**src/hdl/lrast_pkg.sv**
```systemverilog
// Operation codes and fixed constants for the line rasteriser.
package lrast_pkg;

	// Operation carried in the input tuser bit.
	localparam logic OP_LOAD    = 1'b0;
	localparam logic OP_ADVANCE = 1'b1;

	// Number of endpoint coordinates packed into the input tdata.
	localparam int unsigned IN_COORDS  = 4;
	// Number of point coordinates packed into the output tdata.
	localparam int unsigned OUT_COORDS = 2;

endpackage

```
**src/hdl/lrast_setup.sv**
```systemverilog
// Line set-up: major axis choice, endpoint ordering and initial Bresenham terms.
module lrast_setup #(
	parameter int COORD_BITS = 12
) (
	input  logic signed [COORD_BITS-1:0] ax,
	input  logic signed [COORD_BITS-1:0] ay,
	input  logic signed [COORD_BITS-1:0] bx,
	input  logic signed [COORD_BITS-1:0] by,
	output logic                         steep,
	output logic                         reversed,
	output logic                         minor_step_neg,
	output logic signed [COORD_BITS-1:0] major_pos,
	output logic signed [COORD_BITS-1:0] minor_pos,
	output logic        [COORD_BITS-1:0] major_delta,
	output logic        [COORD_BITS-1:0] minor_delta,
	output logic signed [COORD_BITS+1:0] decision
);

	localparam int N = COORD_BITS;

	logic signed [N:0]   dx;
	logic signed [N:0]   dy;
	logic signed [N:0]   adx;
	logic signed [N:0]   ady;
	logic signed [N-1:0] amaj;
	logic signed [N-1:0] amin;
	logic signed [N-1:0] bmaj;
	logic signed [N-1:0] bmin;
	logic signed [N-1:0] lo_maj;
	logic signed [N-1:0] lo_min;
	logic signed [N-1:0] hi_maj;
	logic signed [N-1:0] hi_min;
	logic signed [N:0]   dmin;
	logic signed [N:0]   admin;
	logic        [N:0]   dmaj;

	// Extents along both axes; y is the major axis on a tie.
	always_comb begin
		dx  = {bx[N-1], bx} - {ax[N-1], ax};
		dy  = {by[N-1], by} - {ay[N-1], ay};
		adx = dx[N] ? -dx : dx;
		ady = dy[N] ? -dy : dy;
		steep = !(ady < adx);
	end

	// Map onto major and minor axes, then order so that the major coordinate rises.
	always_comb begin
		if (steep) begin
			amaj = ay;
			amin = ax;
			bmaj = by;
			bmin = bx;
		end else begin
			amaj = ax;
			amin = ay;
			bmaj = bx;
			bmin = by;
		end
		reversed = amaj > bmaj;
		if (reversed) begin
			lo_maj = bmaj;
			lo_min = bmin;
			hi_maj = amaj;
			hi_min = amin;
		end else begin
			lo_maj = amaj;
			lo_min = amin;
			hi_maj = bmaj;
			hi_min = bmin;
		end
	end

	// Initial Bresenham terms for the ordered line.
	always_comb begin
		dmin           = {hi_min[N-1], hi_min} - {lo_min[N-1], lo_min};
		admin          = dmin[N] ? -dmin : dmin;
		minor_step_neg = dmin[N];
		minor_delta    = admin[N-1:0];
		dmaj           = {hi_maj[N-1], hi_maj} - {lo_maj[N-1], lo_maj};
		major_delta    = dmaj[N-1:0];
		major_pos      = lo_maj;
		minor_pos      = lo_min;
		decision       = $signed({1'b0, minor_delta, 1'b0}) - $signed({2'b00, major_delta});
	end

endmodule

```
**src/hdl/line_rasterizer_top.sv**
```systemverilog
// Top level of the Bresenham line rasteriser with stream input and output.
// Throughput: one transaction per cycle on the input, loads and advances alike, while the output is not stalled.
// An accepted advance passes from the input register into the result register, which
// offers its point on the output.
// A load gives no point; a stalled output holds the input register until the point is taken.
// Reset (arst_n low) clears all line state, so advances before the first load give no point.
module line_rasterizer_top #(
	parameter int COORD_BITS = 12
) (
	input  logic clk,
	input  logic arst_n,
	input  logic s_tvalid,
	output logic s_tready,
	// Fields from bit 0 up: start_x, start_y, end_x, end_y, zero fill to whole bytes.
	input  logic [((lrast_pkg::IN_COORDS*COORD_BITS+7)/8)*8-1:0] s_tdata,
	// Fields from bit 0 up: operation.
	input  logic s_tuser,
	output logic m_tvalid,
	input  logic m_tready,
	// Fields from bit 0 up: point_x, point_y, zero fill to whole bytes.
	output logic [((lrast_pkg::OUT_COORDS*COORD_BITS+7)/8)*8-1:0] m_tdata,
	// Marks the final point of the line.
	output logic m_tlast,
	// Fields from bit 0 up: backward.
	output logic m_tuser
);

	localparam int N          = COORD_BITS;
	localparam int OUT_DATA_W = ((lrast_pkg::OUT_COORDS*COORD_BITS+7)/8)*8;

	// Input register.
	logic                in_valid_s1;
	logic                op_s1;
	logic signed [N-1:0] ax_s1;
	logic signed [N-1:0] ay_s1;
	logic signed [N-1:0] bx_s1;
	logic signed [N-1:0] by_s1;

	// Line state.
	logic signed [N-1:0] major_pos_q;
	logic signed [N-1:0] minor_pos_q;
	logic signed [N+1:0] decision_q;
	logic        [N-1:0] major_delta_q;
	logic        [N-1:0] minor_delta_q;
	logic        [N-1:0] remaining_q;
	logic                minor_step_neg_q;
	logic                steep_q;
	logic                reversed_q;

	// Result register.
	logic                out_valid_q;
	logic signed [N-1:0] out_x_q;
	logic signed [N-1:0] out_y_q;
	logic                out_last_q;
	logic                out_back_q;

	// Set-up results for a load.
	logic                su_steep;
	logic                su_reversed;
	logic                su_minor_step_neg;
	logic signed [N-1:0] su_major_pos;
	logic signed [N-1:0] su_minor_pos;
	logic        [N-1:0] su_major_delta;
	logic        [N-1:0] su_minor_delta;
	logic signed [N+1:0] su_decision;

	logic                s1_go;
	logic                s1_fire;
	logic                is_load;
	logic                emit;
	logic signed [N+2:0] dec_next;
	logic signed [N-1:0] minor_next;

	// Handshake: the input register moves on whenever the result register can take a value.
	assign s1_go    = !out_valid_q || m_tready;
	assign s_tready = !in_valid_s1 || s1_go;
	assign s1_fire  = in_valid_s1 && s1_go;
	assign is_load  = (op_s1 == lrast_pkg::OP_LOAD);
	assign emit     = s1_fire && (op_s1 == lrast_pkg::OP_ADVANCE) && (remaining_q != '0);

	// Input register; payload needs no reset.
	always_ff @(posedge clk or negedge arst_n) begin
		if (!arst_n) begin
			in_valid_s1 <= 1'b0;
		end else if (s_tready) begin
			in_valid_s1 <= s_tvalid;
		end
	end

	always_ff @(posedge clk) begin
		if (s_tready && s_tvalid) begin
			op_s1 <= s_tuser;
			ax_s1 <= s_tdata[N-1:0];
			ay_s1 <= s_tdata[2*N-1:N];
			bx_s1 <= s_tdata[3*N-1:2*N];
			by_s1 <= s_tdata[4*N-1:3*N];
		end
	end

	lrast_setup #(
		.COORD_BITS(COORD_BITS)
	) u_setup (
		.ax            (ax_s1),
		.ay            (ay_s1),
		.bx            (bx_s1),
		.by            (by_s1),
		.steep         (su_steep),
		.reversed      (su_reversed),
		.minor_step_neg(su_minor_step_neg),
		.major_pos     (su_major_pos),
		.minor_pos     (su_minor_pos),
		.major_delta   (su_major_delta),
		.minor_delta   (su_minor_delta),
		.decision      (su_decision)
	);

	// One Bresenham step: choose the diagonal or the straight move from the decision sign.
	always_comb begin
		if (decision_q > 0) begin
			dec_next = {decision_q[N+1], decision_q}
				+ $signed({2'b00, minor_delta_q, 1'b0})
				- $signed({2'b00, major_delta_q, 1'b0});
			minor_next = minor_step_neg_q ? minor_pos_q - N'(1) : minor_pos_q + N'(1);
		end else begin
			dec_next   = {decision_q[N+1], decision_q} + $signed({2'b00, minor_delta_q, 1'b0});
			minor_next = minor_pos_q;
		end
	end

	// Line state update on a load or on an advance that emits a point.
	always_ff @(posedge clk or negedge arst_n) begin
		if (!arst_n) begin
			major_pos_q      <= '0;
			minor_pos_q      <= '0;
			decision_q       <= '0;
			major_delta_q    <= '0;
			minor_delta_q    <= '0;
			remaining_q      <= '0;
			minor_step_neg_q <= 1'b0;
			steep_q          <= 1'b0;
			reversed_q       <= 1'b0;
		end else if (s1_fire && is_load) begin
			major_pos_q      <= su_major_pos;
			minor_pos_q      <= su_minor_pos;
			decision_q       <= su_decision;
			major_delta_q    <= su_major_delta;
			minor_delta_q    <= su_minor_delta;
			remaining_q      <= su_major_delta;
			minor_step_neg_q <= su_minor_step_neg;
			steep_q          <= su_steep;
			reversed_q       <= su_reversed;
		end else if (emit) begin
			major_pos_q <= major_pos_q + N'(1);
			minor_pos_q <= minor_next;
			decision_q  <= dec_next[N+1:0];
			remaining_q <= remaining_q - N'(1);
		end
	end

	// Result register.
	always_ff @(posedge clk or negedge arst_n) begin
		if (!arst_n) begin
			out_valid_q <= 1'b0;
		end else if (s1_go) begin
			out_valid_q <= emit;
		end
	end

	always_ff @(posedge clk) begin
		if (emit) begin
			out_x_q    <= steep_q ? minor_pos_q : major_pos_q;
			out_y_q    <= steep_q ? major_pos_q : minor_pos_q;
			out_last_q <= (remaining_q == N'(1));
			out_back_q <= reversed_q;
		end
	end

	assign m_tvalid = out_valid_q;
	assign m_tdata  = OUT_DATA_W'({out_y_q, out_x_q});
	assign m_tlast  = out_last_q;
	assign m_tuser  = out_back_q;

	// The countdown never exceeds the loaded major extent.
	assert property (@(posedge clk) disable iff (!arst_n) remaining_q <= major_delta_q)
		else $error("remaining count exceeds major extent");

	// The minor extent never exceeds the major extent.
	assert property (@(posedge clk) disable iff (!arst_n) minor_delta_q <= major_delta_q)
		else $error("minor extent exceeds major extent");

	// A point that is not taken stays in the result register.
	assert property (@(posedge clk) disable iff (!arst_n)
		(out_valid_q && !m_tready) |=> out_valid_q)
		else $error("result dropped while output stalled");

	// A final point leaves the line exhausted.
	assert property (@(posedge clk) disable iff (!arst_n)
		(emit && remaining_q == N'(1)) |=> (remaining_q == '0))
		else $error("line not exhausted after final point");

endmodule
```
**config.mk**
```make
export PLATFORM = sky130hd
export DESIGN_NAME = line_rasterizer_top
export DESIGN_NICKNAME = d
export VERILOG_FILES = /design/src/hdl/lrast_pkg.sv /design/src/hdl/lrast_setup.sv /design/src/hdl/line_rasterizer_top.sv
export SDC_FILE = /design/constraint.sdc
export NUM_CORES = 1
export LEC_CHECK = 0
export BUFFER_PORTS_ARGS = -buffer_cell sky130_fd_sc_hd__buf_4
export CAP_MARGIN = 10
export CORE_ASPECT_RATIO = 1.5
export CORE_MARGIN = 3
export CORE_UTILIZATION = 41
export DETAILED_ROUTE_END_ITERATION = 10
export PLACE_DENSITY = 0.67
export SYNTH_ARGS = -nofsm -noshare
export SYNTH_HDL_FRONTEND = slang
export SYNTH_SLANG_ARGS = --single-unit
```
**constraint.sdc**
```tcl
create_clock -name clk -period 17.3 [get_ports clk]
set_clock_uncertainty 0.2 [all_clocks]
set_input_delay 5.19 -clock clk [delete_from_list [all_inputs] [get_ports clk]]
set_output_delay 5.19 -clock clk [all_outputs]
set_load 0.01 [all_outputs]
```
==> results_dict.tcl <==
set metrics [dict create \
    status "complete, no violations" \
    clk_latency_ns 0.45 \
    synth_edf_count 75 \
    syn_avg_cell_area_sq_um 8.71 \
    ys_async_sr_fraction_pct 51.3 \
    grt_setup_unrepaired "false" \
    synth_most_common_cell "nand2_1" \
    crit_path_start "ay_s1[0]" \
    fill_cells 2954 \
    post_drt_wl_per_cell_um 18.1 \
    dieArea_sq_um 33000 \
    clock-sinks 154 \
    synthDominantCellAreaShare_pct 17.9 \
    drtAntennaViolNets 0 \
    initial_core_util_pct 41.7 \
    worst-path-stages 56 \
    drc_errors 0 \
    syn_nets 1617 \
    grtUsageTotal_pct 21.4 \
    yosys.area.top_type "edfxtp_1" \
    grt_pass1_vias 10900 \
    register_area_sq_um 4230 \
    cts_setup_buffers 0 \
    finalSetupTns_ns 0 \
    vias 10800 \
    cts_buffers 17 \
    cts_root_buf "clkbuf_16" \
    drive_above_1_share_pct 11.6 \
    finalSetupViolCount 0 \
    post_synth_main_area_contributors "edfxtp_1, dfrtp_1, ha_1" \
    cts_tree "yes" \
    period_share_pct 81.2 \
    reg2reg_depth 56 \
    critPathMaxStageDelay_ns 0.64 \
    cp_top_family "compound AO/OA/AOI/OAI gates" \
    rows 78 \
    grt_overflow 0 \
    finalHoldViolations 0 \
    min_from "major_delta_q[2]" \
    cp_num_buf_inv 5 \
    n_antenna_cell 0 \
    hold_path.class "flip-flop to flip-flop" \
    cts_buffer_depth 2 \
    grt_pass1_wl_um 55600 \
    io_pins 81 \
    multi_input_area_sq_um 7810 \
    post-route-util_pct 47.0 \
    r2r_start "ay_s1[0]" \
    ys_top_cells_by_count "nand2_1, nor2_1, ha_1, o21ai_0, inv_1" \
    wl_um 34700 \
    grt_max_degree 86 \
    area_growth_pct 12.8 \
    relSlewSlack_pct 29.8 \
    gp_congestion 0.934 \
    max_cap_violations 0 \
    crit_top_cell "o21ai_0" \
    nets 1669 \
    die_w_um 149 \
    postCtsResizedCells 0 \
    hold-path-cell-count 2 \
    synth-seq-area-share_pct 33.5 \
    antenna_found_initial 0 \
    synth-seq-cells 154 \
    vias_per_cell 5.64 \
    timing.hold.ws_ns 0.275 \
    start_kind "flip-flop" \
    netlist_area_sq_um 12600 \
    worst_pin_slew_ns 1.05 \
    port_buffers 80 \
    drt_pass1_iterations 5 \
    drtIter0Drc 683 \
    clk_pin_slew_worst_paths_ns 0.06 \
    fp.dieH_um 221 \
    end_kind "flip-flop" \
    hold_buffers 0 \
    worstPathArrival_ns 14.18 \
    finalMaxSlewViolations 0 \
    fmaxAchievable_ghz 0.0712 \
    crit_fanout 67 \
    fin_crit_ns 14.05 \
    critical_path_class "flip-flop to flip-flop" \
    synth_ff_type "dfrtp_1" \
    syn_inst 1448 \
    ys_warn_count 0 \
    dpl.hpwl_um 26900 \
    slowest_stage "buf_4" \
    crit_required_ns 17.43 \
    htreeDepth 4 \
    core_sq_um 30300 \
    netlist-cell-type-count 67 \
]
## layout by cell type, fill, tap and decap left out, drive strengths merged, types with 7 or more instances in the layout
master	count
nor2b	20
xnor2	62
nor3	26
nand3b	8
mux2	34
edfxtp	75
and3	14
a211oi	17
or3	14
nor2	121
nand2	176
o21bai	9
o21ai	117
o21a	12
ha	109
mux2i	31
a31oi	19
nand2b	18
buf	91
fa	7
inv	100
a21boi	18
a21oi	81
o31ai	10
or4	7
nand3	21
dfrtp	79
xor2	52
nand4	7
o211ai	30
clkbuf	25
o221ai	11
a21o	15
## final timing paths
path	endpoint	slack, ns
setup / recovery	decision_q[12]	3.25
hold / removal	major_delta_q[2]	0.27
setup reg to reg	decision_q[12]	3.25
hold reg to reg	major_delta_q[2]	0.27
max in group asynchronous	major_pos_q[6]	11.42
min in group asynchronous	remaining_q[1]	4.44
## area by class of cell
class / instances / share of cell area (%)
repair buffers: 91 / 4.80
multi-input cells: 1139 / 54.9
inverters: 97 / 2.56
well taps: 400 / 3.52
clock inverters: 7 / 0.668
flip-flops and latches: 154 / 29.7
clock buffers: 25 / 3.86
## layer usage
metal  global-route usage [%]  part of all wire, %  vias up
met5                        0                    0        -
met2                     39.3                   54      249
met3                     2.87                  3.1       89
met4                     12.1                  5.5        0
met1                     23.1                   38     5155
li1                         -                    -     5294
## kinds of logic (layout without fill, tap and decap cells)
| family | Yosys count | count (layout) | share of synthesized area (%) |
|---|---|---|---|
| xor+xnor | 114 | 114 | 7.91 |
| mux | 66 | 66 | 5.67 |
| fa+ha+maj | 118 | 118 | 12.1 |
| simple gates | 458 | 458 | 16.6 |
| flops | 154 | 154 | 33.5 |
| compound gates | 383 | 383 | 19.4 |
| buf+inv | 155 | 220 | 4.74 |
## sequential cells by signal, indices dropped and copies added, names as in the netlist
register / flops
decision_q: 14
ax_s1: 12
ay_s1: 12
bx_s1: 12
by_s1: 12
major_delta_q: 12
major_pos_q: 12
minor_delta_q: 12
minor_pos_q: 12
out_x_q: 12
out_y_q: 12
remaining_q: 12
in_valid_s1: 1
m_tlast: 1
m_tuser: 1
m_tvalid: 1
minor_step_neg_q: 1
op_s1: 1
reversed_q: 1
steep_q: 1
## worst register-to-register path, delay by kind of cell, from the launching register on
| family | cells | cell delay, ns |
|---|---|---|
| and+or+nand+nor | 13 | 3.06 |
| DFF | 1 | 0.49 |
| AOI/OAI and AO/OA | 30 | 6.07 |
| muxes | 2 | 0.49 |
| adders and majority gates | 6 | 2.03 |
| buffers and inverters | 5 | 1.56 |
## per-stage QoR
step | setup slack, ns | cells | instance area, sq um
2_1_floorplan | 4.37 | 1448 | 12600
3_3_place_gp | 3.70 | 1881 | 13600
3_5_place_dp | 3.41 | 1881 | 13600
4_1_cts | 3.34 | 1913 | 14200
5_1_grt | 1.83 | 1913 | 14200
6_report | 3.25 | 1913 | 14200
Power is left out: the tool's default activity adds up to more than one toggle a clock period on the data nets, which glitch-free logic cannot reach.
